**config.mk**
```make
export PLATFORM = sky130hd
export DESIGN_NAME = sorted_priority_queue
export DESIGN_NICKNAME = d
export VERILOG_FILES = /design/src/spq_pkg.sv /design/src/spq_store.sv /design/src/spq_seq.sv /design/src/sorted_priority_queue.sv
export SDC_FILE = /design/constraint.sdc
export NUM_CORES = 1
export LEC_CHECK = 0
export ABC_AREA = 1
export BUFFER_PORTS_ARGS = -buffer_cell sky130_fd_sc_hd__buf_2
export CORE_ASPECT_RATIO = 0.7
export CORE_UTILIZATION = 25
export CTS_CLUSTER_DIAMETER = 60
export DETAILED_ROUTE_END_ITERATION = 8
export PLACE_DENSITY = 0.36
export RECOVER_POWER = 50
export SYNTH_ARGS = -nofsm -noshare
export SYNTH_HDL_FRONTEND = slang
export SYNTH_HIERARCHICAL = 1
export SYNTH_SLANG_ARGS = --single-unit
export TNS_END_PERCENT = 20
```
**constraint.sdc**
```tcl
create_clock -name clk -period 5.9 [get_ports clk]
set_input_delay 0.885 -clock clk [delete_from_list [all_inputs] [get_ports clk]]
set_output_delay 0.885 -clock clk [all_outputs]
set_load 0.005 [all_outputs]
```
**src/spq_pkg.sv**
```systemverilog
package spq_pkg;

	localparam int CAPACITY = 16;
	localparam int ID_BITS = 16;
	localparam int PRIORITY_BITS = 16;
	localparam int ADDR_W = $clog2(CAPACITY);
	localparam int CNT_W = $clog2(CAPACITY + 1);

	typedef enum logic [2:0] {
		ST_INSERTED = 3'd0,
		ST_DUPLICATE = 3'd1,
		ST_FULL = 3'd2,
		ST_REMOVED = 3'd3,
		ST_NOT_FOUND = 3'd4
	} status_t;

	typedef enum logic {
		OP_INSERT = 1'b0,
		OP_REMOVE = 1'b1
	} op_t;

	typedef struct packed {
		op_t operation;
		logic [ID_BITS-1:0] process_id;
		logic [PRIORITY_BITS-1:0] priority_req;
	} req_t;

	typedef struct packed {
		status_t status;
		logic [ID_BITS-1:0] removed_id;
		logic [PRIORITY_BITS-1:0] removed_priority;
		logic [CNT_W-1:0] entry_count;
	} rsp_t;

	typedef struct packed {
		logic [ID_BITS-1:0] id;
		logic [PRIORITY_BITS-1:0] prio;
	} entry_t;

	typedef struct packed {
		logic re;
		logic [ADDR_W-1:0] raddr;
		logic we;
		logic [ADDR_W-1:0] waddr;
		entry_t wdata;
	} mem_req_t;

endpackage

```
**src/spq_store.sv**
```systemverilog
module spq_store (
	input logic clk,
	input spq_pkg::mem_req_t mem_req,
	output spq_pkg::entry_t rd_data
);
	import spq_pkg::*;

	entry_t mem [CAPACITY];

	always_ff @(posedge clk) begin
		if (mem_req.we) begin
			mem[mem_req.waddr] <= mem_req.wdata;
		end
		if (mem_req.re) begin
			rd_data <= mem[mem_req.raddr];
		end
	end

endmodule

```
**src/spq_seq.sv**
```systemverilog
module spq_seq (
	input logic clk,
	input logic arst_n,
	input logic req_valid,
	output logic req_ready,
	input spq_pkg::req_t req,
	output logic rsp_valid,
	input logic rsp_ready,
	output spq_pkg::rsp_t rsp,
	output spq_pkg::mem_req_t mem_req,
	input spq_pkg::entry_t rd_data
);
	import spq_pkg::*;

	typedef enum logic [2:0] {
		S_IDLE,
		S_SCAN,
		S_DECIDE,
		S_SHIFT,
		S_PLACE,
		S_DONE
	} state_t;

	state_t state_q;
	op_t op_q;
	logic [ID_BITS-1:0] id_q;
	logic [PRIORITY_BITS-1:0] prio_q;
	logic [CNT_W-1:0] held_q;
	logic [CNT_W-1:0] cmp_idx_q;
	logic [CNT_W-1:0] pos_q;
	logic hit_q;
	logic [CNT_W-1:0] hit_idx_q;
	entry_t hit_ent_q;
	logic [CNT_W-1:0] w_q;
	status_t status_q;
	rsp_t rsp_q;
	logic rsp_valid_q;
	logic [CNT_W-1:0] rd_sel;
	logic [CNT_W-1:0] wr_sel;

	assign req_ready = (state_q == S_IDLE);
	assign rsp_valid = rsp_valid_q;
	assign rsp = rsp_q;

	always_comb begin
		rd_sel = '0;
		wr_sel = '0;
		mem_req.re = 1'b0;
		mem_req.we = 1'b0;
		mem_req.wdata = '{id: id_q, prio: prio_q};
		case (state_q)
			S_IDLE: begin
				mem_req.re = 1'b1;
			end
			S_SCAN: begin
				mem_req.re = 1'b1;
				rd_sel = cmp_idx_q + CNT_W'(1);
			end
			S_DECIDE: begin
				mem_req.re = 1'b1;
				if (op_q == OP_INSERT) begin
					rd_sel = held_q - CNT_W'(1);
				end else begin
					rd_sel = hit_idx_q + CNT_W'(1);
				end
			end
			S_SHIFT: begin
				mem_req.re = 1'b1;
				mem_req.we = 1'b1;
				wr_sel = w_q;
				mem_req.wdata = rd_data;
				if (op_q == OP_INSERT) begin
					rd_sel = w_q - CNT_W'(2);
				end else begin
					rd_sel = w_q + CNT_W'(2);
				end
			end
			S_PLACE: begin
				mem_req.we = 1'b1;
				wr_sel = pos_q;
			end
			default: begin
			end
		endcase
		mem_req.raddr = rd_sel[ADDR_W-1:0];
		mem_req.waddr = wr_sel[ADDR_W-1:0];
	end

	always_ff @(posedge clk or negedge arst_n) begin
		if (!arst_n) begin
			state_q <= S_IDLE;
			held_q <= '0;
			rsp_valid_q <= 1'b0;
			op_q <= OP_INSERT;
			id_q <= '0;
			prio_q <= '0;
			cmp_idx_q <= '0;
			pos_q <= '0;
			hit_q <= 1'b0;
			hit_idx_q <= '0;
			hit_ent_q <= '0;
			w_q <= '0;
			status_q <= ST_INSERTED;
			rsp_q <= '0;
		end else begin
			if (rsp_valid_q && rsp_ready && state_q != S_DONE) begin
				rsp_valid_q <= 1'b0;
			end
			case (state_q)
				S_IDLE: begin
					if (req_valid) begin
						op_q <= req.operation;
						id_q <= req.process_id;
						prio_q <= req.priority_req;
						cmp_idx_q <= '0;
						pos_q <= '0;
						hit_q <= 1'b0;
						state_q <= (held_q == '0) ? S_DECIDE : S_SCAN;
					end
				end
				S_SCAN: begin
					if (rd_data.prio > prio_q) begin
						pos_q <= pos_q + CNT_W'(1);
					end
					if (rd_data.id == id_q) begin
						hit_q <= 1'b1;
						hit_idx_q <= cmp_idx_q;
						hit_ent_q <= rd_data;
					end
					if (cmp_idx_q == held_q - CNT_W'(1)) begin
						state_q <= S_DECIDE;
					end else begin
						cmp_idx_q <= cmp_idx_q + CNT_W'(1);
					end
				end
				S_DECIDE: begin
					if (op_q == OP_INSERT) begin
						if (hit_q) begin
							status_q <= ST_DUPLICATE;
							state_q <= S_DONE;
						end else if (held_q == CNT_W'(CAPACITY)) begin
							status_q <= ST_FULL;
							state_q <= S_DONE;
						end else if (pos_q == held_q) begin
							state_q <= S_PLACE;
						end else begin
							w_q <= held_q;
							state_q <= S_SHIFT;
						end
					end else begin
						if (!hit_q) begin
							status_q <= ST_NOT_FOUND;
							state_q <= S_DONE;
						end else if (hit_idx_q == held_q - CNT_W'(1)) begin
							held_q <= held_q - CNT_W'(1);
							status_q <= ST_REMOVED;
							state_q <= S_DONE;
						end else begin
							w_q <= hit_idx_q;
							state_q <= S_SHIFT;
						end
					end
				end
				S_SHIFT: begin
					if (op_q == OP_INSERT) begin
						if (w_q - CNT_W'(1) == pos_q) begin
							state_q <= S_PLACE;
						end else begin
							w_q <= w_q - CNT_W'(1);
						end
					end else begin
						if (w_q + CNT_W'(2) == held_q) begin
							held_q <= held_q - CNT_W'(1);
							status_q <= ST_REMOVED;
							state_q <= S_DONE;
						end else begin
							w_q <= w_q + CNT_W'(1);
						end
					end
				end
				S_PLACE: begin
					held_q <= held_q + CNT_W'(1);
					status_q <= ST_INSERTED;
					state_q <= S_DONE;
				end
				S_DONE: begin
					if (!rsp_valid_q || rsp_ready) begin
						rsp_q.status <= status_q;
						rsp_q.removed_id <= (status_q == ST_REMOVED) ? hit_ent_q.id : '0;
						rsp_q.removed_priority <=
							(status_q == ST_REMOVED) ? hit_ent_q.prio : '0;
						rsp_q.entry_count <= held_q;
						rsp_valid_q <= 1'b1;
						state_q <= S_IDLE;
					end
				end
				default: begin
					state_q <= S_IDLE;
				end
			endcase
		end
	end

endmodule

```
**src/sorted_priority_queue.sv**
```systemverilog
// Every request scans the entries held (at most 16); a duplicate, full or not-found result ends
// there, while an insert or remove may go on to shift entries to keep the queue sorted.
// One request at a time: the entry memory's single read and write port sets the pace.
// A finished result waits in the output register while the next request is taken.
// Reset (arst_n low, asynchronous) empties the queue; entry memory is not cleared.
module sorted_priority_queue (
	input logic clk,
	input logic arst_n,
	input logic req_valid,
	output logic req_ready,
	input spq_pkg::req_t req,
	output logic rsp_valid,
	input logic rsp_ready,
	output spq_pkg::rsp_t rsp
);
	import spq_pkg::*;

	mem_req_t mem_req;
	entry_t rd_data;

	spq_seq u_seq (
		.clk(clk),
		.arst_n(arst_n),
		.req_valid(req_valid),
		.req_ready(req_ready),
		.req(req),
		.rsp_valid(rsp_valid),
		.rsp_ready(rsp_ready),
		.rsp(rsp),
		.mem_req(mem_req),
		.rd_data(rd_data)
	);

	spq_store u_store (
		.clk(clk),
		.mem_req(mem_req),
		.rd_data(rd_data)
	);

endmodule

```
Yosys cells after proc, flatten, opt, wreduce, memory -nomap -nowiden
Memories as Yosys holds them, arrays and structs flattened. A register that Yosys moved wholly into a read port is not among the register bits.
Cells that the tools add are included.
{ "totals": {"regBits": 138, "ramBits": 512, "in_bits": 37, "out_inout_bits": 42, "elab_cells": 146, "mem_count": 1} }
{ "memory_table": {"columns": ["memory", "words", "word_bits", "read_ports", "rd_ports_with_merged_regs", "wr", "line", "rtl"], "rows": [
  ["u_store.mem", 16, 32, 1, 1, 1, "spq_store.sv:8", "entry_t mem [CAPACITY];"]
]} }
{ "op_classes": {"add_sub_neg": 9, "order_cmp": 1, "eq_ne": 36, "mux": 60, "n_reduce_logical": 21} }
{ "op_table": {"columns": ["operator", "n"], "rows": [
  ["5-bit two-way mux", 17],
  ["3-bit two-way mux", 19],
  ["16-bit two-way mux", 2],
  ["32-bit two-way mux", 1],
  ["5-bit one-hot mux with 2 select lines", 3],
  ["5-bit == test", 5],
  ["5-bit by 1-bit adder with 5-bit output (second input constant)", 4],
  ["2-bit by 1-bit != test with 1-bit output (second input constant)", 9],
  ["3-bit one-hot mux with 6 select lines", 1],
  ["16-bit == test", 1],
  ["16-bit greater-than comparator", 1],
  ["3-bit != test (second input constant)", 5],
  ["5-bit one-hot mux with 3 select lines", 1],
  ["3-bit by 2-bit != test with 1-bit output (second input constant)", 4],
  ["4-bit one-hot mux with 3 select lines", 1],
  ["5-bit AND reduction", 2],
  ["5-bit by 1-bit subtractor with 5-bit output (second input constant)", 2],
  ["3-bit by 2-bit == test with 1-bit output (second input constant)", 3],
  ["1-bit two-way mux", 9],
  ["3-bit one-hot mux with 3 select lines", 1],
  ["3-bit AND reduction", 3],
  ["4-bit two-way mux", 2],
  ["4-bit one-hot mux with 2 select lines", 1],
  ["8-bit AND reduction", 1],
  ["other kinds (23)", 29]
]} }

Logic depth before layout (Yosys ltp)
Gate-level depths: netlist of run 1.
{ "logic_depth": {"word_depth": 6, "depth_mapped": 18, "ltp_nobuf": 15} }

Hierarchy
The synthesis of run 1 kept the hierarchy.
{ "by_module_without_submodules": {"columns": ["mod", "instances", "cells_per_inst", "area_per_inst_um2"], "rows": [
  ["spq_store", 1, 2120, 23050.9],
  ["spq_seq", 1, 1036, 7767.4]
]} }

Worst setup path after synthesis of run 1
Ideal clock, no wire load.
{ "synth_path": {"path_kind": "register to register", "startpoint": "register u_seq.state_q[2]", "endpoint": "memory u_store/mem[12][0] (netlist bit) (enable)", "t_arrival_ps": 3463, "t_required_ps": 5479, "slack_ps": 2016, "path_stages_with_launch": 10, "n_path_buf": 2, "period_less_slack_ps": 3884, "path_cell_list": "dfrtp_1 -> inv_2 -> nand2_1 -> nor2_2 -> inv_1 -> clkbuf_1 -> clkbuf_1 -> o22ai_1 -> nand3_1 -> nor2_1"} }
{ "synth_lines": {"columns": ["element", "line", "rtl"], "rows": [
  ["from (decl)", "spq_seq.sv:24", "state_t state_q;"],
  ["from (signal assigned)", "spq_seq.sv:118", "state_q <= (held_q == '0) ? S_DECIDE : S_SCAN;"],
  ["to (decl)", "spq_store.sv:8", null]
]} }

==> results.sh, run 1 <==
export IMPL_outcome="finished with violations"
export IMPL_failed_checks="max-capacitance violations, max-slew violations"
export IMPL_cts_resized=0
export IMPL_wire_length_of_the_first_global_routing_pass_mm=143
export IMPL_hold_violations=0
export IMPL_cts_htree_levels=3
export IMPL_grt_util_all_layers=0.155
export IMPL_power_leakage_nw=15.1
export IMPL_worst_ep_arrival_time_ns=4.85
export IMPL_clock_latency_ns=0.66
export IMPL_via_per_inst=4.27
export IMPL_largest_net_degree_at_the_start_of_global_routing=136
export IMPL_critPathCaptureType="flip-flop"
export IMPL_reg2regPathDepth=11
export IMPL_crit_start="u_seq/state_q[2]"
export IMPL_unrepaired_setup_endpoints_after_global_routing="false"
export IMPL_max_fo_critical_path=34
export IMPL_synthesis_nets=3224
export IMPL_ioPinCount=79
export IMPL_max_slew_headroom_at_the_worst_pin=-1.72
export IMPL_timing_rr_start="u_seq/state_q[2]"
export IMPL_share_comb_of_total_power=0.444
export IMPL_timing_reg2reg_setup_slack_ns=1.58
export IMPL_fp_dieW_um=422
export IMPL_cts_root_buf="clkbuf_16"
export IMPL_postSynthAreaPerCell_um2=9.76
export IMPL_switchingPower_w=0.00959
export IMPL_sort_of_element_at_the_start_of_the_critical_path="flip-flop"
export IMPL_switching_share=0.445
export IMPL_die_height_um=296
export IMPL_residual_antenna_violating_net_count_after_detailed_routing=0
export IMPL_vias=21006
export IMPL_place_congestion=0.805
export IMPL_final_setup_skew_ns=0.0121
export IMPL_power_share_sequential=0.345
export IMPL_hold_class="primary input to flip-flop"
export IMPL_power_share_clock=0.211
export IMPL_synth_sequential_area_ratio=0.642
export IMPL_yosys_warnings=6
export IMPL_power_density_nw_per_um2=613
export IMPL_fin_crit_ns=4.32
export IMPL_timing_worst_slew_pin_value_ns=4.08
export IMPL_overflow=0
export IMPL_post_cts_hold_buffer_count=0
export IMPL_cts_path_max_buffers=3
export IMPL_cell_count_after_synthesis=3156
export IMPL_drive_above_1_share=0.0679
export IMPL_placement_io_buffers=78
export IMPL_clock_transition_at_the_registers_of_the_reported_paths_ns=0.06
export IMPL_finalNetCount=3298
export IMPL_cts_setup_buffers=0
export IMPL_finalSetupViolations=0
export IMPL_fin_cells=4920
export IMPL_place_inst=4790
export IMPL_fp_coreArea_um2=122000
export IMPL_rows=107
export IMPL_die_area_um2=125000
export IMPL_async_s_r_ff_share_synth=0.202
export IMPL_synth_cell_area_um2=30800
export IMPL_grt_pass1_vias=20617
export IMPL_final_min_period_over_clock_period=0.733
export IMPL_finalSetupTns_ns=0
export IMPL_num_antenna_cells=0
export IMPL_max_freq_ghz=0.231
export IMPL_total_internal_power_w=0.0120
export IMPL_crit_path_kind="flip-flop to flip-flop"
export IMPL_yosys_register_bits=682
export IMPL_starting_drt_drc_count=1633
export IMPL_hpwlAfterDp_mm=56.7
export IMPL_synth_cell_type_count=42
export IMPL_synthToLayoutAreaGrowth_pct=14.2
export IMPL_slew_violations=135
export IMPL_cts_tree="done"
export IMPL_vdd_drop_max_v=0.000756
export IMPL_required_time_reported_for_the_critical_path_endpoint_ns=6.43
export IMPL_start_util=0.253
export IMPL_reg2reg_to="u_store/rd_data[4]"
export IMPL_commonest_register_cell_after_synthesis="edfxtp_1"
export IMPL_drcViolationCount=0
export IMPL_tritoncts_num_sinks=682
export IMPL_route_detailed_wl_per_inst_um=19.6
export IMPL_critPathCapture="u_store/rd_data[4]"
export IMPL_cts_buffers_inserted=73
export IMPL_cap_viol_max_count=4
export IMPL_count_of_flip_flops_with_a_built_in_enable_after_synthesis=544
export IMPL_detail_route_first_pass_iterations=5
export IMPL_finalWirelength_mm=96.2
export IMPL_initial_antenna_violation_count=2
cells by family after synthesis:
group	after synthesis	synth area share
fa+ha+maj	31	0.0126
flops	682	0.642
simple gates	1588	0.215
buf+inv	653	0.0914
compound gates	173	0.0302
xor+xnor	29	0.00824
area by class of cell:
| class | instances | area, µm² |
|---|---|---|
| Clock buffer | 105 | 2060 |
| Clock inverter | 25 | 199 |
| Fill cell | 12910 | 86800 |
| Inverter | 502 | 1900 |
| Multi-Input combinational cell | 1821 | 8390 |
| Sequential cell | 682 | 19800 |
| Tap cell | 1635 | 2050 |
| Timing Repair Buffer | 150 | 822 |
worst min path at each step:
stage,from,to,slack (ns),depth (start not counted)
4_1_cts,arst_n,u_seq/rsp[13],0.29,1
2_1_floorplan,u_seq/status_q[0],u_seq/status_q[0],0.44,2
3_5_place_dp,u_seq/rsp[36],u_seq/rsp[36],0.46,2
6_report,req[0],u_seq/prio_q[0],0.43,3
3_3_place_gp,u_seq/rsp[39],u_seq/rsp[39],0.46,2
5_1_grt,req[17],u_seq/id_q[1],0.40,3
synth_stat cells (2+ instances only):
library cell  number  area [µm²]
ha_1              31         388
nand3_1          465        2330
buf_2             57         285
nor3b_1            2        15.0
nand3b_1           2        15.0
o21ai_1           32         160
o221ai_1           2        17.5
inv_4              2        12.5
and3_1             2        12.5
xnor2_1           14         123
buf_4              7        52.6
nand4_1            5        31.3
buf_1             14        52.6
nand2_2            5        31.3
buf_6             33         372
inv_1            495        1860
a31oi_1            3        18.8
a21oi_1           18        90.1
o211ai_1           3        22.5
edfxtp_1         544       16300
inv_2              5        18.8
o22ai_1           10        62.6
dfrtp_1          138        3450
nor2_2             4        25.0
nor2_1            71         267
xor2_1            15         131
nand2_4            2        22.5
o2111ai_1          2        17.5
o21ai_0           98         490
nand2_1         1020        3830
clkbuf_1          39         146
nor3_1             6        30.0
power groups by stage:
stage / sequential (W) / clock [W] / combinational [W]
6_report: 0.00745 / 0.00454 / 0.00958
2_1_floorplan: 0.00725 / 0 / 0.00673
5_1_grt: 0.00753 / 0.00489 / 0.0108
3_3_place_gp: 0.00755 / 0 / 0.0100
3_5_place_dp: 0.00754 / 0 / 0.00996
4_1_cts: 0.00744 / 0.00471 / 0.00999
registers in the layout, indices dropped and copies added, names as in the netlist, 16 cells and up:
signal           cells
u_seq/hit_ent_q     32
u_seq/prio_q        16
u_store/mem        512
u_seq/id_q          16
u_seq/rsp           40
u_store/rd_data     32
placed cells by master (no fill, tap or decap), drive strengths merged, types with 2 or more instances in the layout:
master   instances
nand4            5
inv            503
clkbuf         170
dfrtp          138
xnor2           14
a21oi           19
ha              31
a31oi            3
o221ai           2
nor3b            2
nand3b           2
xor2            15
o2111ai          2
nand2         1027
nor2            76
clkinv          21
bufinv           3
or2              2
o21ai          131
edfxtp         544
o22ai           10
nor3             6
buf             84
o211ai           3
and3             2
nand3          466
metrics by stage:
stage	cell area, µm²	setup WS (ns)	util	hold WS (ns)	total power, W
after floorplan	30800	2.02	-	0.442	0.0140
after global placement	33100	1.60	0.271	0.456	0.0176
after detailed placement	33100	1.50	0.271	0.460	0.0175
after CTS	35400	1.51	0.290	0.293	0.0221
after global routing	35200	0.823	0.289	0.397	0.0232
final	35200	1.58	0.289	0.427	0.0216
layer usage:
layer | global-route usage | wire length [µm] | up-vias | share of wire
li1 | - | - | 10353 | -
met1 | 0.235 | 50200 | 10207 | 0.52
met2 | 0.228 | 40800 | 338 | 0.42
met3 | 0.0259 | 3480 | 108 | 0.036
met4 | 0.0329 | 1740 | 0 | 0.018
met5 | 0 | 0 | - | 0
worst max-delay path, stage by stage (launching register included):
cell and delay (ns):
dfrtp_1 0.40, clkinv_1 0.06, buf_4 0.65, nand2_2 0.39, nor3_1 0.32, a2111o_2 0.16
buf_4 0.41, clkinv_2 0.77, buf_4 0.59, nand3_1 0.20, nand3_1 0.08, nand2_1 0.09
No activity file was read; power rests on OpenSTA's default activity.
==> run 2, diff against run 1 <==
PLACE_DENSITY = 0.37   (was 0.36)
clock period = 3.7 ns   (was 5.9 ns; I/O delays follow)
==> results.sh, run 2 (same netlist as run 1, synthesis figures left out) <==
export IMPL_hold_violations=0
export IMPL_cap_viol_max_count=2
export IMPL_failed_checks="max-capacitance violations, max-slew violations"
export IMPL_cts_root_buf="clkbuf_16"
export IMPL_detail_route_first_pass_iterations=7
export IMPL_fp_dieW_um=422
export IMPL_finalNetCount=3342
export IMPL_num_antenna_cells=0
export IMPL_hold_class="primary input to flip-flop"
export IMPL_clock_latency_ns=0.64
export IMPL_grt_pass1_vias=20778
export IMPL_slew_violations=88
export IMPL_vdd_drop_max_v=0.000815
export IMPL_outcome="finished with violations"
export IMPL_finalWirelength_mm=98.4
export IMPL_drcViolationCount=0
export IMPL_mostFrequentLayoutCell="nand2_1"
export IMPL_starting_drt_drc_count=1535
export IMPL_cts_resized=0
export IMPL_unrepaired_setup_endpoints_after_global_routing="false"
export IMPL_die_height_um=296
export IMPL_cts_tree="done"
export IMPL_overflow=0
export IMPL_finalSetupViolations=0
export IMPL_largest_net_degree_at_the_start_of_global_routing=76
export IMPL_crit_path_kind="flip-flop to flip-flop"
export IMPL_initial_antenna_violation_count=1
export IMPL_worst_ep_arrival_time_ns=3.54
export IMPL_route_detailed_wl_per_inst_um=19.8
export IMPL_timing_worst_slew_pin_value_ns=1.96
export IMPL_via_per_inst=4.31
export IMPL_cts_buffers_inserted=72
export IMPL_max_fo_critical_path=32
export IMPL_power_density_nw_per_um2=987
export IMPL_rows=107
export IMPL_place_congestion=0.850
export IMPL_ioPinCount=79
export IMPL_power_leakage_nw=15.4
export IMPL_grt_util_all_layers=0.158
export IMPL_final_setup_skew_ns=0.0266
export IMPL_hpwlAfterDp_mm=59.9
export IMPL_cts_setup_buffers=0
export IMPL_drive_above_1_share=0.0796
export IMPL_commonest_non_fill_non_tap_cells_in_the_layout="nand2_1 (1019), edfxtp_1 (544), inv_1 (495)"
export IMPL_finalSetupTns_ns=0
export IMPL_wire_length_of_the_first_global_routing_pass_mm=146
export IMPL_largest_reg_flops=512
export IMPL_power_total_w=0.0355
export IMPL_residual_antenna_violating_net_count_after_detailed_routing=0
export IMPL_max_slew_headroom_at_the_worst_pin=-0.304
export IMPL_die_area_um2=125000
export IMPL_postLayoutSetupSlackWorst_ns=0.559
export IMPL_fin_hold_ws_ns=0.118
export IMPL_required_time_reported_for_the_critical_path_endpoint_ns=4.10
export IMPL_synthToLayoutAreaGrowth_pct=16.6
export IMPL_fin_crit_ns=3.14
export IMPL_vias=21391
export IMPL_cts_htree_levels=3
export IMPL_cts_path_max_buffers=3
export IMPL_placement_io_buffers=78
export IMPL_tritoncts_num_sinks=682
export IMPL_max_freq_ghz=0.318
export IMPL_fp_coreArea_um2=122000
export IMPL_sort_of_element_at_the_start_of_the_critical_path="flip-flop"
export IMPL_regMostFlops="u_store/mem"
export IMPL_final_min_period_over_clock_period=0.849
export IMPL_clock_transition_at_the_registers_of_the_reported_paths_ns=0.06
export IMPL_critPathCaptureType="flip-flop"
export IMPL_dpl_worst_slack_ns=0.565
export IMPL_start_util=0.253
[run 2: changes by cell type in the layout (fill, tap and decap cells not counted), sizes merged]
cell	before	now
buf	84	119
clkinv	21	27
clkbuf	170	166
bufinv	3	6
clkinvlp	0	3
clkdlybuf4s25	1	0
dlygate4sd3	0	1
[run 2: per-stage QoR]
step	utilization	area (µm²)	instances
after floorplan	-	30800	3156
after global placement	0.277	33800	4834
after detailed placement	0.277	33800	4834
after CTS	0.296	36100	4963
after global routing	0.295	35900	4963
final	0.295	35900	4963
[run 2: cell type report]
class                      instances  area, µm²
tap                             1635       2050
timing repair buffer             195       1520
multi-input combinational       1821       8380
clock buffer                      91       1970
sequential                       682      19800
fill                           12763      86000
clock inverter                    37        344
inverter                         502       1900
[run 2: power by group]
| part | internal, W | switching (W) |
|---|---|---|
| clock | 0.00419 | 0.00318 |
| sequential | 0.0110 | 0.000742 |
| combinational | 0.00472 | 0.0116 |
[run 2: final timing paths]
path | from | to | slack [ns] | cells past startpoint
max | u_seq/held_q[0] | u_store/rd_data[27] | 0.56 | 13
min | req[26] | u_seq/id_q[10] | 0.12 | 3
max reg2reg | u_seq/held_q[0] | u_store/rd_data[27] | 0.56 | 13
min reg2reg | u_seq/rsp[39] | u_seq/rsp[39] | 0.47 | 2
max in group asynchronous | arst_n | u_seq/prio_q[15] | 1.18 | 3
min in group asynchronous | arst_n | u_seq/rsp[9] | 1.00 | 2
[run 2: worst max-delay path, stage by stage (launching register included)]
cell	delay (ns)
dfrtp_1	0.51
inv_2	0.21
ha_1	0.33
inv_2	0.04
nand2_1	0.14
nand2_2	0.12
o21ai_0	0.18
a21oi_1	0.06
a2111o_2	0.41
clkinv_2	0.29
buf_12	0.28
nand3_1	0.14
nand3_1	0.10
nand2_1	0.06
[run 2: what timing repair did]
item,4_1_cts,5_1_grt
endpoints found under the setup margin,0,0
hold buffers,1,0
endpoints found under the hold margin,68,0
[run 2: layer usage]
metal / wire (µm) / vias up / GRT usage
li1: - / 10441 / -
met1: 52200 / 10473 / 0.246
met3: 3670 / 104 / 0.0223
met5: 0 / - / 0
met2: 41000 / 373 / 0.229
met4: 1510 / 0 / 0.0288
